<file path="src/rtl/smp_pkg.sv">
// Package for the multichannel servo PWM sequencer: field widths, op codes,
// register indexes, reset values and the controller/datapath command and status.
// No dependencies.
package smp_pkg;

  // Default sizing of the sequencer
  localparam int unsigned CHANNELS_DEF   = 8;
  localparam int unsigned COUNT_BITS_DEF = 16;

  // Fixed port field widths
  localparam int unsigned OP_W      = 2;
  localparam int unsigned CH_W      = 3;
  localparam int unsigned VAL_W     = 16;
  localparam int unsigned PINS_W    = 8;
  localparam int unsigned COUNT_W   = 16;
  localparam int unsigned PERIOD_W  = 16;
  localparam int unsigned CHCOUNT_W = 4;
  localparam int unsigned CFG_IDX_W = 1;
  localparam int unsigned CFG_DAT_W = 16;

  // Register reset values
  localparam logic [PERIOD_W-1:0]  PERIOD_TOP_RST    = 16'd39999;
  localparam logic [CHCOUNT_W-1:0] CHANNEL_COUNT_RST = 4'd1;

  // Request op codes
  typedef enum logic [OP_W-1:0] {
    OP_TICK     = 2'd0,
    OP_SET_DUTY = 2'd1,
    OP_ATTACH   = 2'd2,
    OP_START    = 2'd3
  } op_e;

  // Configuration register indexes
  typedef enum logic [CFG_IDX_W-1:0] {
    REG_PERIOD_TOP    = 1'd0,
    REG_CHANNEL_COUNT = 1'd1
  } reg_idx_e;

  // Controller -> datapath commands
  typedef struct packed {
    logic exec_op;     // apply a tick, set duty or attach request
    logic load_out;    // capture the result into the output register
    logic start_init;  // begin a layout: clear sum and sweep index
    logic sum_step;    // add one slot width
    logic div_init;    // load the divider with the spare ticks
    logic div_step;    // one quotient bit
    logic place_step;  // place one slot start
    logic fail;        // slots overflow: stop, flag error
    logic succeed;     // layout done: run
  } ctrl_cmd_t;

  // Datapath -> controller status
  typedef struct packed {
    logic out_free;    // output register can take a result this cycle
    logic k_last;      // sweep index is on the last used channel
    logic div_last;    // last division step
    logic overflow;    // slot widths exceed the period
  } dp_status_t;

endpackage

</file>
<file path="src/rtl/sequential_multichannel_pwm.sv">
// Top level of the multichannel servo PWM sequencer.
// Instantiates smp_ctrl and smp_datapath; depends on smp_pkg.
//
// One request in, one result out. Tick, set duty and attach requests can arrive
// back to back; the result appears in the output register on the next cycle.
// A start request runs the slot layout on a shared width read port and a
// one-bit-per-cycle divider: it sums the n used slot widths, checks them
// against the period, then (when the slots fit) divides the spare ticks with an
// LW-bit divider and places the slot starts, and finally presents the result.
// n is the used channel count and LW = max(COUNT_BITS+1, 16+clog2(CHANNELS+1)).
// An overflowing layout skips the division and placement and presents the error
// flag. New requests are stalled while a layout runs or while the output
// register holds an untaken result.
module sequential_multichannel_pwm #(
  parameter int unsigned CHANNELS   = smp_pkg::CHANNELS_DEF,
  parameter int unsigned COUNT_BITS = smp_pkg::COUNT_BITS_DEF
) (
  input  logic                           clk_i,
  input  logic                           rst_ni,
  input  logic                           cfg_we_i,
  input  logic [smp_pkg::CFG_IDX_W-1:0]  cfg_index_i,
  input  logic [smp_pkg::CFG_DAT_W-1:0]  cfg_data_i,
  input  logic                           in_valid_i,
  output logic                           in_stall_o,
  input  logic [smp_pkg::OP_W-1:0]       op_i,
  input  logic [smp_pkg::CH_W-1:0]       channel_i,
  input  logic [smp_pkg::VAL_W-1:0]      value_i,
  input  logic [smp_pkg::VAL_W-1:0]      low_limit_i,
  output logic                           out_valid_o,
  input  logic                           out_stall_i,
  output logic [smp_pkg::PINS_W-1:0]     pins_o,
  output logic [smp_pkg::CH_W-1:0]       active_channel_o,
  output logic [smp_pkg::COUNT_W-1:0]    count_o,
  output logic                           layout_error_o
);
  import smp_pkg::*;

  ctrl_cmd_t  cmd;
  dp_status_t sts;

  // Sequencing of requests and layout steps
  smp_ctrl u_ctrl (
    .clk_i      (clk_i),
    .rst_ni     (rst_ni),
    .in_valid_i (in_valid_i),
    .op_i       (op_i),
    .sts_i      (sts),
    .in_stall_o (in_stall_o),
    .cmd_o      (cmd)
  );

  // Counter, channel tables, layout arithmetic and output register
  smp_datapath #(
    .CHANNELS   (CHANNELS),
    .COUNT_BITS (COUNT_BITS)
  ) u_datapath (
    .clk_i            (clk_i),
    .rst_ni           (rst_ni),
    .cfg_we_i         (cfg_we_i),
    .cfg_index_i      (cfg_index_i),
    .cfg_data_i       (cfg_data_i),
    .op_i             (op_i),
    .channel_i        (channel_i),
    .value_i          (value_i),
    .low_limit_i      (low_limit_i),
    .cmd_i            (cmd),
    .sts_o            (sts),
    .out_valid_o      (out_valid_o),
    .out_stall_i      (out_stall_i),
    .pins_o           (pins_o),
    .active_channel_o (active_channel_o),
    .count_o          (count_o),
    .layout_error_o   (layout_error_o)
  );

endmodule

</file>
<file path="src/rtl/smp_ctrl.sv">
// Controller for the multichannel servo PWM sequencer: request acceptance and
// the multi-cycle start layout sequence (sum, check, divide, place).
// Depends on smp_pkg.
module smp_ctrl (
  input  logic                        clk_i,
  input  logic                        rst_ni,
  input  logic                        in_valid_i,
  input  logic [smp_pkg::OP_W-1:0]    op_i,
  input  smp_pkg::dp_status_t         sts_i,
  output logic                        in_stall_o,
  output smp_pkg::ctrl_cmd_t          cmd_o
);
  import smp_pkg::*;

  typedef enum logic [5:0] {
    S_IDLE  = 6'b000001,
    S_SUM   = 6'b000010,
    S_CHECK = 6'b000100,
    S_DIV   = 6'b001000,
    S_PLACE = 6'b010000,
    S_DONE  = 6'b100000
  } state_e;

  state_e state_q, state_d;

  // Next state and commands
  always_comb begin
    state_d    = state_q;
    cmd_o      = '0;
    in_stall_o = 1'b1;
    case (state_q)
      S_IDLE: begin
        in_stall_o = !sts_i.out_free;
        if (in_valid_i && sts_i.out_free) begin
          if (op_i == OP_START) begin
            cmd_o.start_init = 1'b1;
            state_d          = S_SUM;
          end else begin
            cmd_o.exec_op  = 1'b1;
            cmd_o.load_out = 1'b1;
          end
        end
      end
      S_SUM: begin
        cmd_o.sum_step = 1'b1;
        if (sts_i.k_last) state_d = S_CHECK;
      end
      S_CHECK: begin
        if (sts_i.overflow) begin
          cmd_o.fail = 1'b1;
          state_d    = S_DONE;
        end else begin
          cmd_o.div_init = 1'b1;
          state_d        = S_DIV;
        end
      end
      S_DIV: begin
        cmd_o.div_step = 1'b1;
        if (sts_i.div_last) state_d = S_PLACE;
      end
      S_PLACE: begin
        cmd_o.place_step = 1'b1;
        if (sts_i.k_last) begin
          cmd_o.succeed = 1'b1;
          state_d       = S_DONE;
        end
      end
      S_DONE: begin
        if (sts_i.out_free) begin
          cmd_o.load_out = 1'b1;
          state_d        = S_IDLE;
        end
      end
      default: state_d = S_IDLE;
    endcase
  end

  // State register
  always_ff @(posedge clk_i or negedge rst_ni) begin
    if (!rst_ni) begin
      state_q <= S_IDLE;
    end else begin
      state_q <= state_d;
    end
  end

  // A start request enters the width sum
  assert property (@(posedge clk_i) disable iff (!rst_ni)
    (state_q == S_IDLE && in_valid_i && !in_stall_o && op_i == OP_START)
      |=> state_q == S_SUM)
    else $error("start request did not begin layout");

  // Results are only loaded into a free output register
  assert property (@(posedge clk_i) disable iff (!rst_ni)
    cmd_o.load_out |-> sts_i.out_free)
    else $error("output register overwritten");

  // The divider runs until its last step
  assert property (@(posedge clk_i) disable iff (!rst_ni)
    (state_q == S_DIV && !sts_i.div_last) |=> state_q == S_DIV)
    else $error("division cut short");

endmodule

</file>
<file path="src/rtl/smp_datapath.sv">
// Datapath for the multichannel servo PWM sequencer: config registers, counter,
// per-channel slot tables, pulse state, layout sum/divide/place, output register.
// Depends on smp_pkg.
module smp_datapath #(
  parameter int unsigned CHANNELS   = smp_pkg::CHANNELS_DEF,
  parameter int unsigned COUNT_BITS = smp_pkg::COUNT_BITS_DEF
) (
  input  logic                           clk_i,
  input  logic                           rst_ni,
  input  logic                           cfg_we_i,
  input  logic [smp_pkg::CFG_IDX_W-1:0]  cfg_index_i,
  input  logic [smp_pkg::CFG_DAT_W-1:0]  cfg_data_i,
  input  logic [smp_pkg::OP_W-1:0]       op_i,
  input  logic [smp_pkg::CH_W-1:0]       channel_i,
  input  logic [smp_pkg::VAL_W-1:0]      value_i,
  input  logic [smp_pkg::VAL_W-1:0]      low_limit_i,
  input  smp_pkg::ctrl_cmd_t             cmd_i,
  output smp_pkg::dp_status_t            sts_o,
  output logic                           out_valid_o,
  input  logic                           out_stall_i,
  output logic [smp_pkg::PINS_W-1:0]     pins_o,
  output logic [smp_pkg::CH_W-1:0]       active_channel_o,
  output logic [smp_pkg::COUNT_W-1:0]    count_o,
  output logic                           layout_error_o
);
  import smp_pkg::*;

  localparam int unsigned CW  = (CHANNELS > 1) ? $clog2(CHANNELS) : 1;
  localparam int unsigned IW  = CW + 1;
  localparam int unsigned NW  = $clog2(CHANNELS + 1);
  localparam int unsigned DVW = NW + 1;
  localparam int unsigned FW  = ((COUNT_BITS > VAL_W) ? COUNT_BITS : VAL_W) + 1;
  localparam int unsigned LW  = ((COUNT_BITS + 1) > (VAL_W + NW)) ?
                                (COUNT_BITS + 1) : (VAL_W + NW);
  localparam int unsigned DCW = $clog2(LW);
  localparam logic [LW-1:0] CMAX = LW'({COUNT_BITS{1'b1}});

  // Configuration
  logic [PERIOD_W-1:0]  period_top_q;
  logic [CHCOUNT_W-1:0] channel_count_q;

  // Channel tables
  logic [VAL_W-1:0]      slot_width_q [CHANNELS];
  logic [VAL_W-1:0]      duty_q       [CHANNELS];
  logic [COUNT_BITS-1:0] slot_start_q [CHANNELS];

  // Sequencer state
  logic [COUNT_BITS-1:0] tick_q, tick_d;
  logic [CW-1:0]         cur_q, cur_d;
  logic                  pulse_q, pulse_d;
  logic [COUNT_BITS-1:0] fall_q, fall_d;
  logic [CHANNELS-1:0]   pins_q, pins_d;
  logic                  running_q, running_d;
  logic                  error_q, error_d;

  // Layout state
  logic [CW-1:0]  k_q, k_d;
  logic [LW-1:0]  sum_q, sum_d;
  logic [LW-1:0]  pos_q, pos_d;
  logic [LW-1:0]  quo_q, quo_d;
  logic [DVW-1:0] rem_q, rem_d;
  logic [DCW-1:0] dcnt_q, dcnt_d;

  // Output register
  logic                 out_valid_q, out_valid_d;
  logic [PINS_W-1:0]    out_pins_q;
  logic [CH_W-1:0]      out_ch_q;
  logic [COUNT_W-1:0]   out_count_q;
  logic                 out_err_q;

  // Combinational helpers
  logic [COUNT_BITS-1:0] top;
  logic [LW-1:0]         period;
  logic [NW-1:0]         used;
  logic [DVW-1:0]        divisor;
  logic                  sweep;
  logic [CW-1:0]         rd_idx;
  logic [VAL_W-1:0]      rd_width;
  logic [VAL_W-1:0]      duty_c;
  logic [COUNT_BITS-1:0] start_c;
  logic [VAL_W-1:0]      d_clamp;
  logic [FW-1:0]         fall_sum;
  logic [COUNT_BITS-1:0] fall_val;
  logic [IW-1:0]         adv_sum;
  logic [CW-1:0]         adv_idx;
  logic [COUNT_BITS-1:0] tick_nxt;
  logic [CHANNELS-1:0]   cur_bit;
  logic                  is_tick;
  logic                  ch_ok;
  logic [CW-1:0]         wr_idx;
  logic                  duty_we;
  logic                  width_we;
  logic [VAL_W-1:0]      duty_wdata;
  logic [VAL_W:0]        attach_sum;
  logic [DVW:0]          trial;
  logic                  trial_ge;
  logic [LW-1:0]         place_s;
  logic [COUNT_BITS-1:0] place_val;

  // Limits derived from configuration
  always_comb begin
    top    = COUNT_BITS'(period_top_q);
    period = LW'(top) + LW'(1);
    if (channel_count_q == '0) begin
      used = NW'(1);
    end else if (32'(channel_count_q) > CHANNELS) begin
      used = NW'(CHANNELS);
    end else begin
      used = NW'(channel_count_q);
    end
    divisor = DVW'(used) + DVW'(1);
  end

  // Table reads: one shared width port, swept by k during layout
  assign sweep    = cmd_i.sum_step | cmd_i.place_step;
  assign rd_idx   = sweep ? k_q : cur_q;
  assign rd_width = slot_width_q[rd_idx];
  assign duty_c   = duty_q[cur_q];
  assign start_c  = slot_start_q[cur_q];

  // Pulse geometry for the active channel
  always_comb begin
    d_clamp  = (duty_c > rd_width) ? rd_width : duty_c;
    fall_sum = FW'(start_c) + FW'(d_clamp);
    fall_val = (fall_sum > FW'(top)) ? top : COUNT_BITS'(fall_sum);
    adv_sum  = IW'(cur_q) + IW'(1);
    adv_idx  = (adv_sum >= IW'(used)) ? '0 : CW'(adv_sum);
    tick_nxt = (tick_q >= top) ? '0 : tick_q + COUNT_BITS'(1);
    cur_bit  = CHANNELS'(1) << cur_q;
  end

  // Table writes for set duty and attach
  always_comb begin
    is_tick    = cmd_i.exec_op && (op_i == OP_TICK);
    ch_ok      = (32'(channel_i) < CHANNELS);
    wr_idx     = CW'(channel_i);
    attach_sum = (VAL_W+1)'(value_i) + (VAL_W+1)'(low_limit_i);
    duty_we    = cmd_i.exec_op && ch_ok &&
                 ((op_i == OP_SET_DUTY) || (op_i == OP_ATTACH));
    width_we   = cmd_i.exec_op && ch_ok && (op_i == OP_ATTACH);
    duty_wdata = (op_i == OP_ATTACH) ? attach_sum[VAL_W:1] : value_i;
  end

  // Divider step and slot placement
  always_comb begin
    trial     = {rem_q, quo_q[LW-1]};
    trial_ge  = (trial >= {1'b0, divisor});
    place_s   = pos_q + quo_q;
    place_val = (place_s > CMAX) ? {COUNT_BITS{1'b1}} : COUNT_BITS'(place_s);
  end

  // Sequencer next state
  always_comb begin
    tick_d    = tick_q;
    cur_d     = cur_q;
    pulse_d   = pulse_q;
    fall_d    = fall_q;
    pins_d    = pins_q;
    running_d = running_q;
    error_d   = error_q;
    if (is_tick) begin
      tick_d = tick_nxt;
      if (running_q) begin
        if (!pulse_q) begin
          if (tick_nxt == start_c) begin
            if (d_clamp == '0) begin
              cur_d = adv_idx;
            end else begin
              fall_d  = fall_val;
              pulse_d = 1'b1;
              pins_d  = pins_q | cur_bit;
            end
          end
        end else if (tick_nxt == fall_q) begin
          pins_d  = pins_q & ~cur_bit;
          pulse_d = 1'b0;
          cur_d   = adv_idx;
        end
      end
    end
    if (cmd_i.fail || cmd_i.succeed) begin
      cur_d     = '0;
      pulse_d   = 1'b0;
      fall_d    = '0;
      pins_d    = '0;
      running_d = cmd_i.succeed;
      error_d   = cmd_i.fail;
    end
  end

  // Layout next state
  always_comb begin
    k_d    = k_q;
    sum_d  = sum_q;
    pos_d  = pos_q;
    quo_d  = quo_q;
    rem_d  = rem_q;
    dcnt_d = dcnt_q;
    if (cmd_i.start_init) begin
      k_d   = '0;
      sum_d = '0;
    end
    if (cmd_i.sum_step) begin
      sum_d = sum_q + LW'(rd_width);
      k_d   = k_q + CW'(1);
    end
    if (cmd_i.div_init) begin
      quo_d  = period - sum_q;
      rem_d  = '0;
      dcnt_d = DCW'(LW - 1);
      k_d    = '0;
      pos_d  = '0;
    end
    if (cmd_i.div_step) begin
      rem_d  = trial_ge ? DVW'(trial - {1'b0, divisor}) : DVW'(trial);
      quo_d  = {quo_q[LW-2:0], trial_ge};
      dcnt_d = dcnt_q - DCW'(1);
    end
    if (cmd_i.place_step) begin
      pos_d = place_s + LW'(rd_width);
      k_d   = k_q + CW'(1);
    end
  end

  // Status to the controller
  always_comb begin
    sts_o.out_free = !out_valid_q || !out_stall_i;
    sts_o.k_last   = ((IW'(k_q) + IW'(1)) == IW'(used));
    sts_o.div_last = (dcnt_q == '0);
    sts_o.overflow = (sum_q > period);
  end

  assign out_valid_d = cmd_i.load_out || (out_valid_q && out_stall_i);

  // Control and state registers
  always_ff @(posedge clk_i or negedge rst_ni) begin
    if (!rst_ni) begin
      period_top_q    <= PERIOD_TOP_RST;
      channel_count_q <= CHANNEL_COUNT_RST;
      tick_q          <= '0;
      cur_q           <= '0;
      pulse_q         <= 1'b0;
      fall_q          <= '0;
      pins_q          <= '0;
      running_q       <= 1'b0;
      error_q         <= 1'b0;
      out_valid_q     <= 1'b0;
      for (int i = 0; i < CHANNELS; i++) begin
        slot_width_q[i] <= '0;
        duty_q[i]       <= '0;
        slot_start_q[i] <= '0;
      end
    end else begin
      if (cfg_we_i) begin
        case (cfg_index_i)
          REG_PERIOD_TOP:    period_top_q    <= PERIOD_W'(cfg_data_i);
          REG_CHANNEL_COUNT: channel_count_q <= cfg_data_i[CHCOUNT_W-1:0];
          default: ;
        endcase
      end
      tick_q      <= tick_d;
      cur_q       <= cur_d;
      pulse_q     <= pulse_d;
      fall_q      <= fall_d;
      pins_q      <= pins_d;
      running_q   <= running_d;
      error_q     <= error_d;
      out_valid_q <= out_valid_d;
      if (duty_we)  duty_q[wr_idx]       <= duty_wdata;
      if (width_we) slot_width_q[wr_idx] <= value_i;
      if (cmd_i.place_step) slot_start_q[k_q] <= place_val;
    end
  end

  // Layout and result payload registers
  always_ff @(posedge clk_i) begin
    k_q    <= k_d;
    sum_q  <= sum_d;
    pos_q  <= pos_d;
    quo_q  <= quo_d;
    rem_q  <= rem_d;
    dcnt_q <= dcnt_d;
    if (cmd_i.load_out) begin
      out_pins_q  <= PINS_W'(pins_d);
      out_ch_q    <= CH_W'(cur_d);
      out_count_q <= COUNT_W'(tick_d);
      out_err_q   <= error_d;
    end
  end

  assign out_valid_o      = out_valid_q;
  assign pins_o           = out_pins_q;
  assign active_channel_o = out_ch_q;
  assign count_o          = out_count_q;
  assign layout_error_o   = out_err_q;

  // Only the active channel can drive its pin
  assert property (@(posedge clk_i) disable iff (!rst_ni) $onehot0(pins_q))
    else $error("more than one pin high");

  // A pin is high exactly while a pulse is in progress
  assert property (@(posedge clk_i) disable iff (!rst_ni)
    pulse_q == (pins_q != '0))
    else $error("pulse flag and pins disagree");

  // Stopped sequencer holds all pins low
  assert property (@(posedge clk_i) disable iff (!rst_ni)
    !running_q |-> (pins_q == '0))
    else $error("pin high while stopped");

  // A failed layout leaves the sequencer stopped
  assert property (@(posedge clk_i) disable iff (!rst_ni)
    error_q |-> !running_q)
    else $error("running with layout error");

endmodule
</file>
<file path="config.mk">
export PLATFORM = sky130hd
export DESIGN_NAME = sequential_multichannel_pwm
export DESIGN_NICKNAME = d
export VERILOG_FILES = /design/src/rtl/smp_pkg.sv /design/src/rtl/sequential_multichannel_pwm.sv /design/src/rtl/smp_ctrl.sv /design/src/rtl/smp_datapath.sv
export SDC_FILE = /design/constraint.sdc
export NUM_CORES = 1
export LEC_CHECK = 0
export ABC_CLOCK_PERIOD_IN_PS = 15800
export BUFFER_PORTS_ARGS = -buffer_cell sky130_fd_sc_hd__buf_2
export CORE_MARGIN = 4
export CORE_UTILIZATION = 55
export CTS_BUF_LIST = sky130_fd_sc_hd__clkbuf_2 sky130_fd_sc_hd__clkbuf_4 sky130_fd_sc_hd__clkbuf_8
export CTS_CLUSTER_DIAMETER = 30
export DETAILED_ROUTE_END_ITERATION = 16
export PLACE_DENSITY = 0.72
export SLEW_MARGIN = 20
export SYNTH_ARGS = -nofsm -noshare
export SYNTH_HDL_FRONTEND = slang
export SYNTH_SLANG_ARGS = --single-unit
</file>
<file path="constraint.sdc">
create_clock -name clk_i -period 15.8 [get_ports clk_i]
set_clock_uncertainty 0.15 [all_clocks]
set_input_delay 0.79 -clock clk_i [delete_from_list [all_inputs] [get_ports clk_i]]
set_output_delay 0.79 -clock clk_i [all_outputs]
set_load 0.02 [all_outputs]
</file>
==> results of run 1 <==
## kinds of logic (layout without fill, tap and decap cells)
group,count (synthesis),count (layout),share of synthesized area
AO/OA/AOI/OAI,856,856,0.154
buffers and inverters,312,462,0.0370
AND/OR/NAND/NOR,1096,1096,0.149
other,1,2,0.000111
flip-flops,558,558,0.430
multiplexers,327,327,0.124
adder cells (fa/ha/maj),177,177,0.0674
XOR/XNOR,143,143,0.0376
## cells in the mapped netlist, drive strengths merged, types with 61 or more instances
| library cell | number |
|---|---|
| inv | 117 |
| a21oi | 171 |
| nand2 | 546 |
| ha | 170 |
| mux2 | 148 |
| nor2 | 191 |
| nand2b | 72 |
| clkbuf | 140 |
| o21ai | 387 |
| xnor2 | 91 |
| nand3 | 61 |
| dfrtp | 445 |
| edfxtp | 101 |
| a211oi | 67 |
| mux2i | 124 |
## through the flow
| stage | hold WS [ps] | power [mW] |
|---|---|---|
| 3_3_place_gp | 304 | 4.22 |
| 5_1_grt | 62.5 | 6.41 |
| 3_5_place_dp | 313 | 4.27 |
| 4_1_cts | 9.84 | 6.00 |
| 6_report | 7.78 | 6.02 |
| 2_1_floorplan | 286 | 3.65 |
## state kept, by name, indices dropped and copies added (netlist names), 4 cells and up
name and cells:
u_datapath.slot_start_q 128, u_datapath.slot_width_q 128, u_datapath.fall_q 16, u_datapath.dcnt_q 5, u_ctrl.state_q 6, u_datapath.period_top_q 16
u_datapath.channel_count_q 4, u_datapath.pins_o 8, u_datapath.pins_q 8, u_datapath.rem_q 5, u_datapath.quo_q 20, u_datapath.sum_q 20
u_datapath.pos_q 20, u_datapath.count_o 16, u_datapath.duty_q 128, u_datapath.tick_q 16
## routing by layer
metal / vias to the layer above / share of wire
met2: 955 / 0.46
met1: 13100 / 0.44
met3: 197 / 0.071
li1: 12600 / -
met5: - / 0.00056
met4: 2 / 0.034
## final cells by class
type / instances / area, sq um
fill: 5056 / 23200
multi-input combinational: 2600 / 18000
sequential: 558 / 14500
clock buffer: 152 / 1960
tap: 782 / 978
timing repair buffer: 125 / 744
clock inverter: 68 / 716
inverter: 117 / 439
antenna: 1 / 2.50
## worst register-to-register path, delay by kind of cell (launching register included)
family / cells / cell delay [ps]
buffers and inverters: 2 / 840
adders and majority gates: 3 / 850
muxes: 4 / 1980
AOI/OAI and AO/OA: 16 / 4050
and+or+nand+nor: 7 / 1450
DFF: 1 / 470
xor gates and xnor gates: 1 / 260
## power groups by stage
stage | Sequential [mW] | Combinational [mW] | Clock (mW)
2_1_floorplan | 1.93 | 1.73 | 0
3_3_place_gp | 1.97 | 2.24 | 0
3_5_place_dp | 1.98 | 2.28 | 0
4_1_cts | 1.96 | 2.30 | 1.74
5_1_grt | 2.00 | 2.60 | 1.81
6_report | 1.97 | 2.34 | 1.71
## path summary, 6_finish.rpt
path | start | to | slack (ps) | depth (start not counted)
max in group asynchronous | rst_ni | u_datapath.cur_q[0]$_DFF_PN0_ | 12600 | 4
worst max-delay path | u_ctrl.state_q[5]$_DFFE_PN0P_ | u_datapath.fall_q[7]$_DFFE_PN0P_ | 5620 | 33
worst max register to register | u_ctrl.state_q[5]$_DFFE_PN0P_ | u_datapath.fall_q[7]$_DFFE_PN0P_ | 5620 | 33
worst min-delay path | rst_ni | u_datapath.slot_width_q[121]$_DFFE_PN0P_ | 8 | 1
min in group clk_i | cfg_data_i[10] | u_datapath.period_top_q[10]$_DFFE_PN1P_ | 100 | 3
worst min register to register | u_datapath.slot_start_q[108]$_DFFE_PN0P_ | u_datapath.slot_start_q[108]$_DFFE_PN0P_ | 320 | 2
==> impl_metrics.env, run 1 <==
export IMPL_power_density_nw_per_um2=161
export IMPL_ctsRootBufferMaster="clkbuf_8"
export IMPL_dpl_cell_count=4181
export IMPL_critPathMaxStageDelay_ps=1030
export IMPL_finalCritPeriodShare=0.644
export IMPL_met1_usage=0.391
export IMPL_grt_busiest_layer="met2"
export IMPL_p_leak_nw=16.8
export IMPL_status="complete, no violations"
export IMPL_syn_area_sq_um=33700
export IMPL_drt_wl_total_microns=92700
export IMPL_die_y_microns=255
export IMPL_h_tree_depth=3
export IMPL_cts_tree="done"
export IMPL_crit_family="compound AO/OA/AOI/OAI gates"
export IMPL_ys_async_sr_fraction=0.819
export IMPL_end_kind="flip-flop"
export IMPL_cts_repair_resized=0
export IMPL_dp_slack_ps=5780
export IMPL_yosysSeqAreaShare=0.430
export IMPL_clockBufferDepth=3
export IMPL_final_layout_size_suffix_gt1_frac=0.167
export IMPL_synth_edf_count=101
export IMPL_worst_pin_slew_ps=1140
export IMPL_syn_area_per_cell_sq_um=9.70
export IMPL_layout_common_cells="nand2_1 (538), dfrtp_1 (442), o21ai_0 (348), nor2_1 (180), a21oi_1 (171)"
export IMPL_area_growth_synth_to_final_pct=10.9
export IMPL_cts_made_buffers=118
export IMPL_final_common_cell="nand2_1"
export IMPL_clock_sinks=558
export IMPL_core_sq_um=60500
export IMPL_critPathLaunchType="flip-flop"
export IMPL_cp_max_fo=63
export IMPL_vias_per_cell=6.11
export IMPL_synth_top_cells_by_area="dfrtp_1 (33%), edfxtp_1 (9.0%), ha_1 (6.3%), nand2_1 (6.1%), o21ai_0 (5.2%)"
export IMPL_start_util=0.557
export IMPL_pin_count=89
export IMPL_cp_buffers_inverters=2
export IMPL_clock_power_share=0.284
export IMPL_cts_hold_buf=0
export IMPL_syn_nets=3706
export IMPL_vias=26900
export IMPL_ys_flop_type="dfrtp_1"
export IMPL_vdd_drop_max_v=0.000134
export IMPL_fin_setup_tns_ps=0
export IMPL_synthCells=3470
export IMPL_drcViolationCount=0
export IMPL_relSlewSlack=0.239
export IMPL_slew_violations=0
export IMPL_die_area_sq_um=65200
export IMPL_antenna_found_initial=3
export IMPL_routabilityCongestion=0.903
export IMPL_maxCapViolations=0
export IMPL_postCtsSetupBuffers=0
export IMPL_grt_met2_usage=0.446
export IMPL_hold_violations=0
export IMPL_synth_cell_types=86
export IMPL_placed_area_sq_um=34600
export IMPL_overflow=0
export IMPL_share_comb_of_total_power=0.389
export IMPL_grt_pass1_wl_microns=147000
export IMPL_grt_pass1_vias=26100
export IMPL_internal_power_mw=3.71
export IMPL_crit_slowest_cell="mux2i_4"
export IMPL_synth_seq_cells=558
export IMPL_dp_final_hpwl_microns=63000
export IMPL_track_usage=0.281
export IMPL_crit_arrival_ps=10650
export IMPL_critical_path_class="reg2reg"
export IMPL_finalSetupViolations=0
export IMPL_row_count=90
export IMPL_first_iter_violations=2317
export IMPL_seqPwrFrac=0.327
export IMPL_die_w_microns=255
export IMPL_synth_top_cell_by_area="dfrtp_1"
export IMPL_netSwitchingPower_mw=2.31
export IMPL_finish_utilization=0.617
export IMPL_design_area_sq_um=37300
export IMPL_drtPass1Iterations=7
export IMPL_fin_crit_ps=10180
export IMPL_antenna_left=0
export IMPL_cp_required_ps=16270
export IMPL_final_cells=4403
export IMPL_nets=3756
export IMPL_cpMostUsedCell="a21oi_1"
export IMPL_numPortBuffers=88
export IMPL_rsz0062_at_grt="false"
export IMPL_fin_ws_ps=5620
export IMPL_max_freq_ghz=0.0982
export IMPL_ys_warn_count=0
export IMPL_yosysTopAreaCellShare=0.331
export IMPL_sw_frac_of_total=0.384
export IMPL_clk_latency_ps=750
export IMPL_grt_max_degree=118
export IMPL_met3_usage=0.0533
export IMPL_hp_class="in2async"
export IMPL_wl_per_cell_microns=21.1
export IMPL_path_clk_slew_ps=50
No activity file was read; power rests on OpenSTA's default activity.
==> run 2: changes to the inputs <==
ABC_AREA = 1   (was default)
ABC_CLOCK_PERIOD_IN_PS = 9500   (was 15800)
clock period = 9.5 ns   (was 15.8 ns; I/O delays follow)
==> run 2 against run 1 <==
  * Combinational power up 90%
  * Final cell count up 20%
  * Design area grew 0.43%
  * Critical path type unchanged
  * Setup slack worse by 4800 ps
  * Sequential share of layout area down 0.18 points
  * Synthesized cell count increased by 25%
  * Core utilization increased by 1.3 points
  * Clock power is 82% higher
  * Synthesized area fell by 1.1%
  * Sequential cell count is the same
  * Highest routed layer unchanged
  * Largest power group unchanged
  * First-iteration DRC count is 22% higher
  * Sequential power grew 73%
==> impl_metrics.env, run 2 <==
export IMPL_status="complete, no violations"
export IMPL_ctsRootBufferMaster="clkbuf_8"
export IMPL_ys_warn_count=0
export IMPL_syn_nets=4560
export IMPL_fin_crit_ps=8710
export IMPL_yosysMostFrequentCell="nand2_1"
export IMPL_synth_common_cells="nand2_1 (1112), o21ai_0 (554), inv_1 (494)"
export IMPL_die_w_microns=254
export IMPL_hold_path_depth=4
export IMPL_finalSetupViolations=0
export IMPL_cp_max_fo=53
export IMPL_final_common_cell="nand2_1"
export IMPL_rsz0062_at_grt="false"
export IMPL_top_regs="u_datapath.duty_q x128, u_datapath.slot_start_q x128, u_datapath.slot_width_q x128"
export IMPL_routabilityCongestion=0.961
export IMPL_clockBufferDepth=3
export IMPL_dp_final_hpwl_microns=69200
export IMPL_synth_top_cells_by_area="dfrtp_1 (33%), nand2_1 (13%), edfxtp_1 (9.1%), o21ai_0 (8.3%), ha_1 (6.4%)"
export IMPL_share_comb_of_total_power=0.405
export IMPL_drt_wl_total_microns=99200
export IMPL_path_clk_slew_ps=60
export IMPL_synth_adder_area_share=0.0681
export IMPL_h_tree_depth=3
export IMPL_min_from="cfg_index_i"
export IMPL_seqPwrFrac=0.311
export IMPL_synth_seq_cells=558
export IMPL_wl_per_cell_microns=18.7
export IMPL_cts_tree="done"
export IMPL_synth_cell_types=55
export IMPL_max_freq_ghz=0.115
export IMPL_whs_ps=55.0
export IMPL_critPathMaxStageDelay_ps=590
export IMPL_yosys_area_share_simple=0.229
export IMPL_relSlewSlack=0.262
export IMPL_hold_violations=0
export IMPL_synth_edf_count=101
export IMPL_layout_common_cells="nand2_1 (1107), o21ai_0 (552), inv_1 (493), dfrtp_1 (443), nor2_1 (284)"
export IMPL_p_leak_nw=18.2
export IMPL_syn_area_sq_um=33300
export IMPL_yosysSeqAreaShare=0.435
export IMPL_ys_flop_type="dfrtp_1"
export IMPL_numPortBuffers=88
export IMPL_drcViolationCount=0
export IMPL_ys_async_sr_fraction=0.819
export IMPL_r2r_slack_ps=790
export IMPL_grt_pass1_wl_microns=155000
export IMPL_core_sq_um=59500
export IMPL_vias_per_cell=5.68
export IMPL_die_area_sq_um=64500
export IMPL_pin_count=89
export IMPL_syn_area_per_cell_sq_um=7.70
export IMPL_start_util=0.560
export IMPL_synthCells=4324
export IMPL_clock_power_share=0.284
export IMPL_final_layout_size_suffix_gt1_frac=0.100
export IMPL_reg2reg_to="u_datapath.fall_q[7]$_DFFE_PN0P_"
export IMPL_critPathLaunchType="flip-flop"
export IMPL_n_fill_cell=5298
export IMPL_antenna_found_initial=2
export IMPL_clk_latency_ps=740
export IMPL_nets=4656
export IMPL_drtPass1Iterations=6
export IMPL_die_y_microns=254
export IMPL_power_density_nw_per_um2=292
export IMPL_row_count=89
export IMPL_reg2regPathDepth=39
export IMPL_antenna_left=0
export IMPL_total_power_mw=11.0
export IMPL_finalCritPeriodShare=0.917
export IMPL_track_usage=0.304
export IMPL_yosysTopAreaCellShare=0.335
export IMPL_end_kind="flip-flop"
export IMPL_first_iter_violations=2824
export IMPL_grt_pass1_vias=27900
export IMPL_reg2reg_from="u_ctrl.state_q[2]$_DFFE_PN0P_"
export IMPL_critical_path_class="reg2reg"
export IMPL_finish_utilization=0.630
export IMPL_netSwitchingPower_mw=4.51
export IMPL_area_growth_synth_to_final_pct=12.6
export IMPL_synth_xor_area_share=0.0253
export IMPL_worst_pin_slew_ps=1100
export IMPL_muxShareOfSynthArea=0.00643
export IMPL_crit_arrival_ps=9170
export IMPL_vias=30100
export IMPL_fin_setup_tns_ps=0
export IMPL_grt_max_degree=195
export IMPL_synth_top_family_by_area="simple AND/OR/NAND/NOR gates"
export IMPL_synth_compound_area_share=0.156
export IMPL_cts_made_buffers=117
export IMPL_min_delay_worst_endpoint="u_datapath.channel_count_q[2]$_DFFE_PN0P_"
export IMPL_internal_power_mw=6.45
export IMPL_clock_sinks=558
export IMPL_cpMostUsedCell="nand2_1"
export IMPL_sw_frac_of_total=0.412
export IMPL_synth_top_cell_by_area="dfrtp_1"
export IMPL_cp_required_ps=9960
export IMPL_slew_violations=0
export IMPL_crit_slowest_cell="nand2_2"
export IMPL_overflow=0
export IMPL_hp_class="in2reg"
export IMPL_vdd_drop_max_v=0.000213
export IMPL_maxCapViolations=0
-- run 2: cell count changes after synthesis, sizes merged, moves of 111 or more --
cell,before,now
inv,117,498
o21ai,387,567
nand2,546,1121
mux2,148,19
mux2i,124,0
nor2,191,302
nand3,61,273
-- run 2: worst max-delay path, delay by kind of cell, from the launching register on --
kind / cells / cell delay (ps)
AOI/OAI and AO/OA: 3 / 990
xor gates and xnor gates: 1 / 290
adders and majority gates: 4 / 1180
buffers and inverters: 3 / 550
DFF: 1 / 420
and+or+nand+nor: 28 / 5000
-- run 2: final cells by class --
| cell class | count | area [sq um] | share of cell area |
|---|---|---|---|
| timing repair buffer | 151 | 997 | 0.0266 |
| clock buffer | 163 | 2110 | 0.0562 |
| tap | 773 | 967 | 0.0258 |
| inverter | 502 | 1880 | 0.0503 |
| clock inverter | 54 | 818 | 0.0218 |
| antenna | 2 | 5.00 | 0.000134 |
| multi-input combinational | 3090 | 16200 | 0.433 |
| sequential | 558 | 14500 | 0.387 |
-- run 2: cells by family after synthesis --
| kind of cell | count (synthesis) |
|---|---|
| compound gates | 985 |
| simple gates | 1812 |
| other cells | 1 |
| xor+xnor | 96 |
| flops | 558 |
| fa+ha+maj | 177 |
| mux | 19 |
| buf+inv | 676 |
-- run 2: what timing repair did --
| item | CTS | global route |
|---|---|---|
| endpoints found under the hold margin | 76 | 0 |
| hold buffers | 18 | 0 |
| setup endpoints to repair | 0 | 16 |
| gates resized for setup | 0 | 1 |
| setup buffers | 0 | 0 |
-- run 2: worst max path at each step --
stage                                        end  slack, ps                           from  depth (start not counted)
6_report        u_datapath.fall_q[7]$_DFFE_PN0P_        790  u_ctrl.state_q[2]$_DFFE_PN0P_                         39
3_5_place_dp   u_datapath.fall_q[12]$_DFFE_PN0P_        860  u_ctrl.state_q[2]$_DFFE_PN0P_                         39
5_1_grt        u_datapath.fall_q[12]$_DFFE_PN0P_         40  u_ctrl.state_q[2]$_DFFE_PN0P_                         39
2_1_floorplan   u_datapath.fall_q[4]$_DFFE_PN0P_       3090  u_ctrl.state_q[0]$_DFFE_PN1P_                         43
3_3_place_gp   u_datapath.fall_q[13]$_DFFE_PN0P_       1190  u_ctrl.state_q[0]$_DFFE_PN1P_                         40
4_1_cts         u_datapath.fall_q[7]$_DFFE_PN0P_        800  u_ctrl.state_q[0]$_DFFE_PN1P_                         40
-- run 2: through the flow --
stage	std cells	setup WS, ps	instance area, sq um
global placement	5056	1190	34400
finish	5293	789	37500
global route	5292	36.7	37500
detailed placement	5056	858	34400
floorplan	4324	3090	33300
CTS	5291	795	37500
-- run 2: power by group through the flow --
stage / sequential [mW] / clock [mW] / combinational [mW]
after floorplan: 3.36 / 0 / 3.17
after global placement: 3.41 / 0 / 4.27
after detailed placement: 3.43 / 0 / 4.33
after CTS: 3.39 / 3.15 / 4.36
after global routing: 3.46 / 3.26 / 4.97
final: 3.41 / 3.11 / 4.44
-- run 2: metal layers --
layer,vias to the layer above,wire length [microns],track usage
li1,14500,-,-
met1,14200,42700,0.420
met2,1171,45000,0.479
met3,187,7770,0.0594
met4,2,3720,0.115
met5,-,17,0
